`src/rtl/assert_macros.svh`:
```
// Assertion macros shared by the EMA block RTL.
// Each macro expects signals named clk and rst in the calling scope.
`ifndef ASSERT_MACROS_SVH
`define ASSERT_MACROS_SVH

// Property holds at every clock edge outside reset.
`define EMA_ASSERT_ALWAYS(lbl, expr, msg) \
  lbl: assert property (@(posedge clk) disable iff (rst) (expr)) else $error(msg);

// Same-cycle implication.
`define EMA_ASSERT_IMPL(lbl, ante, cons, msg) \
  lbl: assert property (@(posedge clk) disable iff (rst) (ante) |-> (cons)) else $error(msg);

// Next-cycle implication.
`define EMA_ASSERT_NEXT(lbl, ante, cons, msg) \
  lbl: assert property (@(posedge clk) disable iff (rst) (ante) |=> (cons)) else $error(msg);

`endif

```
`src/rtl/ema_pkg.sv`:
```
// Shared constants, state type and controller/datapath interface structs
// for the EMA block. No dependencies.
`timescale 1ns / 1ps

package ema_pkg;

  localparam int FRAC_BITS   = 16;
  localparam int PRICE_W     = 32;
  localparam int PERIOD_W    = 10;
  localparam int CNT_W       = PERIOD_W + 1;
  localparam int SUM_W       = 42;
  localparam int ALPHA_W     = FRAC_BITS + 1;
  localparam int DIV_W       = CNT_W;
  localparam int PROD_W      = PRICE_W + ALPHA_W;
  localparam int STEP_W      = $clog2(SUM_W + 1);
  // alpha dividend is 2 << FRAC_BITS, FRAC_BITS + 2 bits wide
  localparam int ALPHA_STEPS = FRAC_BITS + 2;
  localparam int PERIOD_RST  = 14;
  localparam int PERIOD_MAX  = (1 << PERIOD_W) - 1;

  typedef enum logic [2:0] {
    ST_IDLE,
    ST_CHECK,
    ST_DIV_SEED,
    ST_DIV_ALPHA,
    ST_MUL,
    ST_UPD
  } state_t;

  typedef struct packed {
    logic load_px;
    logic accum;
    logic div_start;
    logic div_alpha;
    logic seed_load;
    logic mul;
    logic upd;
  } cmd_t;

  typedef struct packed {
    logic seen_lt;
    logic seen_eq;
    logic div_busy;
  } sts_t;

endpackage

```
`src/rtl/ema_with_sma_seed.sv`:
```
// Seed-phase prices give no word. An update runs from accept through an 18-step
// serial divide for alpha, then multiply and update, to m_axis_tvalid; the seeding
// price first runs a 42-step seed divide.
// A new price is taken only once the last one is through, and a held output
// word blocks the update.
// Reset (rst, synchronous, active high): period 14, sum, count and average zero.
`timescale 1ns / 1ps

module ema_with_sma_seed (
  input  logic                         clk,
  input  logic                         rst,
  input  logic                         s_axis_tvalid,
  output logic                         s_axis_tready,
  input  logic [ema_pkg::PRICE_W-1:0]  s_axis_tdata,   // [31:0] price
  output logic                         m_axis_tvalid,
  input  logic                         m_axis_tready,
  output logic [2*ema_pkg::PRICE_W-1:0] m_axis_tdata,  // [31:0] price_echo, [63:32] average
  input  logic                         cfg_valid,
  output logic                         cfg_ready,
  input  logic [ema_pkg::PERIOD_W-1:0] cfg_data        // period
);

  ema_pkg::cmd_t               cmd;
  ema_pkg::sts_t               sts;
  logic [ema_pkg::PRICE_W-1:0] price_echo;
  logic [ema_pkg::PRICE_W-1:0] average;

  assign cfg_ready = 1'b1;

  ema_ctrl u_ctrl (
    .clk           (clk),
    .rst           (rst),
    .s_axis_tvalid (s_axis_tvalid),
    .s_axis_tready (s_axis_tready),
    .m_axis_tvalid (m_axis_tvalid),
    .m_axis_tready (m_axis_tready),
    .sts           (sts),
    .cmd           (cmd)
  );

  ema_dp u_dp (
    .clk        (clk),
    .rst        (rst),
    .cfg_valid  (cfg_valid),
    .cfg_data   (cfg_data),
    .cmd        (cmd),
    .price_in   (s_axis_tdata),
    .sts        (sts),
    .price_echo (price_echo),
    .average    (average)
  );

  assign m_axis_tdata = {average, price_echo};

endmodule

```
`src/rtl/ema_dp.sv`:
```
// EMA datapath: period register, seed accumulator, serial divider,
// multiplier and average update. Uses ema_pkg and assert_macros.svh.
`timescale 1ns / 1ps
`include "assert_macros.svh"

module ema_dp (
  input  logic                          clk,
  input  logic                          rst,
  input  logic                          cfg_valid,
  input  logic [ema_pkg::PERIOD_W-1:0]  cfg_data,
  input  ema_pkg::cmd_t                 cmd,
  input  logic [ema_pkg::PRICE_W-1:0]   price_in,
  output ema_pkg::sts_t                 sts,
  output logic [ema_pkg::PRICE_W-1:0]   price_echo,
  output logic [ema_pkg::PRICE_W-1:0]   average
);

  localparam int DELTA_W = ema_pkg::PROD_W + 1 - ema_pkg::FRAC_BITS;
  localparam int RES_W   = DELTA_W + 1;
  localparam logic [ema_pkg::CNT_W-1:0] SEEN_MAX = ema_pkg::CNT_W'(ema_pkg::PERIOD_MAX + 1);

  logic [ema_pkg::PERIOD_W-1:0] period;
  logic [ema_pkg::CNT_W-1:0]    seen_count;
  logic [ema_pkg::SUM_W-1:0]    seed_sum;
  logic [ema_pkg::PRICE_W-1:0]  avg;
  logic [ema_pkg::STEP_W-1:0]   step_cnt;

  logic [ema_pkg::PRICE_W-1:0]  px;
  logic [ema_pkg::SUM_W-1:0]    div_reg;
  logic [ema_pkg::DIV_W-1:0]    rem;
  logic [ema_pkg::DIV_W-1:0]    divisor;
  logic [ema_pkg::PROD_W-1:0]   prod;
  logic                         prod_neg;

  logic [ema_pkg::PERIOD_W-1:0] eff_p;
  logic [ema_pkg::CNT_W-1:0]    p_ext;
  logic [ema_pkg::DIV_W:0]      trial;
  logic [ema_pkg::DIV_W:0]      trial_sub;
  logic                         ge;
  logic [ema_pkg::PRICE_W-1:0]  seed_q;
  logic [ema_pkg::PRICE_W:0]    diff;
  logic [ema_pkg::PRICE_W:0]    diff_neg;
  logic [ema_pkg::PRICE_W-1:0]  mag;
  logic [ema_pkg::ALPHA_W-1:0]  alpha;
  logic [ema_pkg::PROD_W:0]     prod_rnd;
  logic [DELTA_W-1:0]           delta;
  logic [RES_W-1:0]             res;
  logic [ema_pkg::PRICE_W-1:0]  res_clamp;

  // period zero behaves as period one
  assign eff_p = (period == '0) ? ema_pkg::PERIOD_W'(1) : period;
  assign p_ext = {1'b0, eff_p};

  assign sts.seen_lt  = seen_count < p_ext;
  assign sts.seen_eq  = seen_count == p_ext;
  assign sts.div_busy = step_cnt != '0;

  // restoring divider, one quotient bit per cycle, quotient shifts into div_reg
  assign trial     = {rem, div_reg[ema_pkg::SUM_W-1]};
  assign trial_sub = trial - {1'b0, divisor};
  assign ge        = trial >= {1'b0, divisor};

  assign seed_q = (|div_reg[ema_pkg::SUM_W-1:ema_pkg::PRICE_W]) ? '1
                                                               : div_reg[ema_pkg::PRICE_W-1:0];

  assign alpha    = div_reg[ema_pkg::ALPHA_W-1:0];
  assign diff     = {1'b0, px} - {1'b0, avg};
  assign diff_neg = '0 - diff;
  assign mag      = diff[ema_pkg::PRICE_W] ? diff_neg[ema_pkg::PRICE_W-1:0]
                                           : diff[ema_pkg::PRICE_W-1:0];

  // negative deltas round away from zero
  assign prod_rnd = {1'b0, prod} +
                    (prod_neg ? (ema_pkg::PROD_W+1)'((1 << ema_pkg::FRAC_BITS) - 1)
                              : '0);
  assign delta    = prod_rnd[ema_pkg::PROD_W:ema_pkg::FRAC_BITS];
  assign res      = prod_neg ? (RES_W'(avg) - RES_W'(delta))
                             : (RES_W'(avg) + RES_W'(delta));

  always_comb begin
    if (res[RES_W-1]) begin
      res_clamp = '0;
    end else if (|res[RES_W-2:ema_pkg::PRICE_W]) begin
      res_clamp = '1;
    end else begin
      res_clamp = res[ema_pkg::PRICE_W-1:0];
    end
  end

  always_ff @(posedge clk) begin
    if (rst) begin
      period     <= ema_pkg::PERIOD_W'(ema_pkg::PERIOD_RST);
      seen_count <= '0;
      seed_sum   <= '0;
      avg        <= '0;
      step_cnt   <= '0;
    end else begin
      if (cfg_valid) begin
        period <= cfg_data;
      end
      if (cmd.accum) begin
        seed_sum   <= seed_sum + ema_pkg::SUM_W'(px);
        seen_count <= seen_count + 1'b1;
      end
      if (cmd.seed_load) begin
        avg        <= seed_q;
        seen_count <= seen_count + 1'b1;
      end
      if (cmd.upd) begin
        avg <= res_clamp;
      end
      if (cmd.div_start) begin
        step_cnt <= cmd.div_alpha ? ema_pkg::STEP_W'(ema_pkg::ALPHA_STEPS)
                                  : ema_pkg::STEP_W'(ema_pkg::SUM_W);
      end else if (step_cnt != '0) begin
        step_cnt <= step_cnt - 1'b1;
      end
    end
  end

  always_ff @(posedge clk) begin
    if (cmd.load_px) begin
      px <= price_in;
    end
    if (cmd.div_start) begin
      div_reg <= cmd.div_alpha ? (ema_pkg::SUM_W'(1) << (ema_pkg::SUM_W - 1)) : seed_sum;
      rem     <= '0;
      divisor <= cmd.div_alpha ? (p_ext + 1'b1) : p_ext;
    end else if (step_cnt != '0) begin
      div_reg <= {div_reg[ema_pkg::SUM_W-2:0], ge};
      rem     <= ge ? trial_sub[ema_pkg::DIV_W-1:0] : trial[ema_pkg::DIV_W-1:0];
    end
    if (cmd.mul) begin
      prod     <= ema_pkg::PROD_W'(mag) * ema_pkg::PROD_W'(alpha);
      prod_neg <= diff[ema_pkg::PRICE_W];
    end
    if (cmd.upd) begin
      price_echo <= px;
      average    <= res_clamp;
    end
  end

  `EMA_ASSERT_NEXT(a_div_runs, cmd.div_start, sts.div_busy, "divider did not start")
  `EMA_ASSERT_ALWAYS(a_seen_cap, seen_count <= SEEN_MAX, "seen_count past saturation")
  `EMA_ASSERT_IMPL(a_seed_div_done, cmd.seed_load, !sts.div_busy, "seed taken mid-divide")

endmodule

```
`src/rtl/ema_ctrl.sv`:
```
// EMA controller: sequences accumulate, seed divide, alpha divide, multiply
// and update, and owns both stream handshakes. Uses ema_pkg, assert_macros.svh.
`timescale 1ns / 1ps
`include "assert_macros.svh"

module ema_ctrl (
  input  logic          clk,
  input  logic          rst,
  input  logic          s_axis_tvalid,
  output logic          s_axis_tready,
  output logic          m_axis_tvalid,
  input  logic          m_axis_tready,
  input  ema_pkg::sts_t sts,
  output ema_pkg::cmd_t cmd
);

  ema_pkg::state_t state, state_next;
  logic            out_valid;

  always_ff @(posedge clk) begin
    if (rst) begin
      state     <= ema_pkg::ST_IDLE;
      out_valid <= 1'b0;
    end else begin
      state <= state_next;
      if (cmd.upd) begin
        out_valid <= 1'b1;
      end else if (m_axis_tready) begin
        out_valid <= 1'b0;
      end
    end
  end

  always_comb begin
    state_next    = state;
    cmd           = '0;
    s_axis_tready = 1'b0;
    unique case (state)
      ema_pkg::ST_IDLE: begin
        s_axis_tready = 1'b1;
        if (s_axis_tvalid) begin
          cmd.load_px = 1'b1;
          state_next  = ema_pkg::ST_CHECK;
        end
      end
      ema_pkg::ST_CHECK: begin
        priority if (sts.seen_lt) begin
          cmd.accum  = 1'b1;
          state_next = ema_pkg::ST_IDLE;
        end else if (sts.seen_eq) begin
          cmd.div_start = 1'b1;
          state_next    = ema_pkg::ST_DIV_SEED;
        end else begin
          cmd.div_start = 1'b1;
          cmd.div_alpha = 1'b1;
          state_next    = ema_pkg::ST_DIV_ALPHA;
        end
      end
      ema_pkg::ST_DIV_SEED: begin
        // seed quotient is taken while the alpha divide is launched
        if (!sts.div_busy) begin
          cmd.seed_load = 1'b1;
          cmd.div_start = 1'b1;
          cmd.div_alpha = 1'b1;
          state_next    = ema_pkg::ST_DIV_ALPHA;
        end
      end
      ema_pkg::ST_DIV_ALPHA: begin
        if (!sts.div_busy) begin
          cmd.mul    = 1'b1;
          state_next = ema_pkg::ST_MUL;
        end
      end
      ema_pkg::ST_MUL: begin
        state_next = ema_pkg::ST_UPD;
      end
      ema_pkg::ST_UPD: begin
        if (!out_valid || m_axis_tready) begin
          cmd.upd    = 1'b1;
          state_next = ema_pkg::ST_IDLE;
        end
      end
      default: begin
        state_next = ema_pkg::ST_IDLE;
      end
    endcase
  end

  assign m_axis_tvalid = out_valid;

  `EMA_ASSERT_IMPL(a_start_idle_div, cmd.div_start, !sts.div_busy, "divider restarted while busy")
  `EMA_ASSERT_IMPL(a_no_overwrite, cmd.upd, !m_axis_tvalid || m_axis_tready, "result overwritten")
  `EMA_ASSERT_IMPL(a_ready_div_idle, s_axis_tready, !sts.div_busy, "ready while divider busy")

endmodule
```
`config.mk`:
```
export PLATFORM = sky130hd
export DESIGN_NAME = ema_with_sma_seed
export DESIGN_NICKNAME = d
export VERILOG_FILES = /design/src/rtl/ema_pkg.sv /design/src/rtl/ema_with_sma_seed.sv /design/src/rtl/ema_dp.sv /design/src/rtl/ema_ctrl.sv
export VERILOG_INCLUDE_DIRS = /design/src /design/src/rtl
export SDC_FILE = /design/constraint.sdc
export NUM_CORES = 2
export LEC_CHECK = 0
export BUFFER_PORTS_ARGS = -buffer_cell sky130_fd_sc_hd__buf_2
export CORE_ASPECT_RATIO = 0.6
export CORE_MARGIN = 2
export CORE_UTILIZATION = 60
export DETAILED_ROUTE_END_ITERATION = 6
export PLACE_DENSITY = 0.77
export SYNTH_ARGS = -nofsm -noshare
export SYNTH_HDL_FRONTEND = slang
export SYNTH_SLANG_ARGS = --single-unit
```
`constraint.sdc`:
```
create_clock -name clk -period 16.7 [get_ports clk]
set_input_delay 5.01 -clock clk [delete_from_list [all_inputs] [get_ports clk]]
set_output_delay 5.01 -clock clk [all_outputs]
set_load 0.01 [all_outputs]
```
==> summary.md <==
Summing all non-filler instances in the final layout gives an area of 40000 um2. The initial utilization of the core area, before any placement, comes to 61.2%. In the final layout, the share of cells above drive strength 1 is 7.58%. The share of async-settable or async-resettable flops after synthesis was 0%; the final number of setup-violating endpoints was 0. For the hold violation total from the final report, the log shows 0. Across all layers, the routed design uses 30.6k vias. The logs give 91 for the count of cell types in the netlist and 170000 um for the first-pass GRT wire length. Across the run, the number of max-cap violations was 0.

After layout, the worst path uses 63.9% of the clock period. The area share of the leading cell type in the synthesized netlist is 24.1%, and the largest net degree at the start of global routing is 67. Yosys attributes the largest share of cell area to sky130_fd_sc_hd__fa_1 (24%), sky130_fd_sc_hd__edfxtp_1 (16%), sky130_fd_sc_hd__ha_1 (8.6%), sky130_fd_sc_hd__dfxtp_1 (6.2%), sky130_fd_sc_hd__inv_1 (6.2%). Summing all placed instances gives a cell area of 39000 um2. The logs give 114 for the number of top-level design ports and 0 for the number of remaining DRC errors. Layout overhead on the synthesized area: 6.49%. After clock tree synthesis, the clock-pin slew on the worst setup and hold paths is 80 ps.

Measured against its own limit, the worst slew margin works out to 9.48%. For the wire length after detailed routing, the log shows 109000 um. Global routing used 34.1% of the available tracks.

The number of synthesized flops with an enable pin was 199. The run gives 3415 as the number of DRC markers after the initial detailed-route iteration. The clock net in this run drives a total of 315 sinks. The number of instances in the synthesized netlist came out at 4176.

The flow ran to the end, and the final reports show no timing, DRC or antenna violations. The tools report the initial antenna violation count as 5. Count of antenna-violating nets left after detailed routing: 0.

Kind of end point of the critical path: a register. The tree is rooted in a sky130_fd_sc_hd__clkbuf_16. Routability-driven placement congestion ratio: 1.02. The largest single stage delay on the critical path is 650 ps. The largest individual stage delay along the critical path comes from the cell sky130_fd_sc_hd__or4b_2. At the worst endpoint, the required time is 17170 ps. The tools report the count of standard-cell rows as 70. The Yosys warning count was 0.

Measured on the finished design, the core utilization comes to 65.2%. The sum of net half-perimeters after detailed placement is 84300 um. TritonCTS created 29 clock buffers. At the later pin of the worst-skew pair, clock insertion delay measures 610 ps.

After routing, the total negative slack on setup checks comes to 0 ps. The run gives 0 as the max-slew violation count. The cell seen most often among critical-path stages was sky130_fd_sc_hd__fa_1. sky130_fd_sc_hd__fa_1 takes more of the synthesized area than any other cell. After clock tree synthesis, the repair step resized 0 gates.

Among all flip-flop cells after synthesis, the most frequent one is sky130_fd_sc_hd__edfxtp_1. Arrival time of the worst setup path: 11150 ps. The number of buffers between clock root and the deepest sink came out at 3. The die is 327 um wide. After global routing the overflow that remains totals 0. Using the TritonRoute via totals, the vias-per-cell ratio works out to 6.04. The synthesis-stage register bit count works out to 315.

For the share of the yosys chip area belonging to registers, the log shows 22.1%. In this run the worst path has a maximum fanout of 17. The height of the die is 198 um, and the number of port buffers is 112. On the final layout, the worst clock skew is 28.5 ps.

The number of flip-flops under the largest register name is 49. The wire length per cell after detailed routing was 21.6 um. For the summed instance area of the synthesized netlist, the log shows 37600 um2. The critical path launch point type is a register. The deepest level of the CTS H-tree was 1. For the pin with the worst max-slew slack, the measured transition is 1350 ps.

Setup repair after global routing left no endpoint under its margin. When the netlist entered floorplanning its net count stood at 4935. Hold repair after CTS inserted 0 buffers.

Worst hold path class: register to register. Averaged over all synthesized cells, the footprint is 9.00 um2. The logs give 29.2k for the via count of the first global-routing pass and 61400 um2 for the core footprint. The critical path is of the register to register type. Counting I/O delays and the setup requirement, the final critical path takes 10680 ps. TritonCTS built the clock tree. The overall die area is 64700 um2, and the maximum clock rate is 93.7 MHz. The number of buffers inserted by post-CTS setup repair is 0, and the first-pass iteration count of the detailed router is 6. For the count of nets after finishing, the log shows 4973.
path summary, 6_finish.rpt:
path / from / endpoint / slack (ps) / cells after the start
worst max-delay path: u_dp.px[0] / u_dp.prod[46] / 6020 / 39
worst min-delay path: u_dp.seed_sum[13] / u_dp.seed_sum[13] / 480 / 2
worst max register to register: u_dp.px[0] / u_dp.prod[46] / 6020 / 39
worst min register to register: u_dp.seed_sum[13] / u_dp.seed_sum[13] / 480 / 2
cell type report:
cell class / instances / area, um2
antenna: 2 / 5.00
clock buffer: 33 / 771
clock inverter: 21 / 195
fill: 5105 / 21400
inverter: 618 / 2320
multi-input combinational: 3065 / 26300
sequential: 315 / 8300
tap: 828 / 1040
timing repair buffer: 185 / 1110
critical path, delay by kind of cell (launching register included):
kind / cells / cell delay (ps)
compound gates: 13 / 2940
buf+inv: 7 / 810
flops: 1 / 390
xor+xnor: 1 / 120
simple gates: 9 / 2300
fa+ha+maj: 9 / 3970
Yosys cell counts (52+ instances only):
cell / number
sky130_fd_sc_hd__clkbuf_1: 149
sky130_fd_sc_hd__nand2_1: 503
sky130_fd_sc_hd__nor3_1: 63
sky130_fd_sc_hd__edfxtp_1: 199
sky130_fd_sc_hd__fa_1: 453
sky130_fd_sc_hd__nand3_1: 68
sky130_fd_sc_hd__nor2_1: 219
sky130_fd_sc_hd__a21o_1: 78
sky130_fd_sc_hd__or3_1: 52
sky130_fd_sc_hd__nor2b_1: 52
sky130_fd_sc_hd__inv_1: 618
sky130_fd_sc_hd__xor2_1: 79
sky130_fd_sc_hd__dfxtp_1: 116
sky130_fd_sc_hd__and2_1: 242
sky130_fd_sc_hd__a21oi_1: 207
sky130_fd_sc_hd__o21ai_0: 107
sky130_fd_sc_hd__xnor2_1: 148
sky130_fd_sc_hd__ha_1: 259
logic make-up (layout without fill, tap and decap cells):
| group | after synthesis | after routing | share of synthesized area [%] |
|---|---|---|---|
| and+or+nand+nor | 1374 | 1374 | 17.9 |
| buffers and inverters | 796 | 857 | 8.08 |
| AOI/OAI and AO/OA | 724 | 724 | 13.0 |
| adders and majority gates | 712 | 712 | 32.8 |
| DFF | 315 | 315 | 22.1 |
| xor gates and xnor gates | 230 | 230 | 5.42 |
| muxes | 24 | 24 | 0.656 |
| other | 1 | 3 | 0.00998 |
per-layer routing:
| layer | global-route usage (%) | part of all wire [%] | wire [um] |
|---|---|---|---|
| met1 | 52.2 | 45 | 48700 |
| met2 | 45.7 | 39 | 42500 |
| met3 | 12.3 | 14 | 15700 |
| met4 | 7.02 | 2.1 | 2340 |
| met5 | 0 | 0.030 | 33 |
stage by stage:
step           setup slack [ps]  cells  hold WS (ps)
4_1_cts                    6250   5065           473
5_1_grt                    5420   5066           500
3_3_place_gp               6460   5011           448
2_1_floorplan              7080   4176           432
6_report                   6020   5067           477
3_5_place_dp               6260   5011           462
layout by cell type (no fill, tap or decap), types with 34 or more instances in the layout:
master	instances
sky130_fd_sc_hd__inv_1	616
sky130_fd_sc_hd__nand2_1	503
sky130_fd_sc_hd__fa_1	453
sky130_fd_sc_hd__ha_1	259
sky130_fd_sc_hd__and2_1	242
sky130_fd_sc_hd__nor2_1	218
sky130_fd_sc_hd__a21oi_1	205
sky130_fd_sc_hd__edfxtp_1	199
sky130_fd_sc_hd__xnor2_1	148
sky130_fd_sc_hd__dfxtp_1	116
sky130_fd_sc_hd__buf_2	111
sky130_fd_sc_hd__o21ai_0	107
sky130_fd_sc_hd__xor2_1	79
sky130_fd_sc_hd__a21o_1	78
sky130_fd_sc_hd__buf_4	74
sky130_fd_sc_hd__nand3_1	68
sky130_fd_sc_hd__nor3_1	62
sky130_fd_sc_hd__nor2b_1	52
sky130_fd_sc_hd__or3_1	52
sky130_fd_sc_hd__nand2b_1	44
sky130_fd_sc_hd__a22o_1	40
sky130_fd_sc_hd__a22oi_1	34
Power is left out: the tool's default activity adds up to more than one toggle a clock period on the data nets, which glitch-free logic cannot reach.
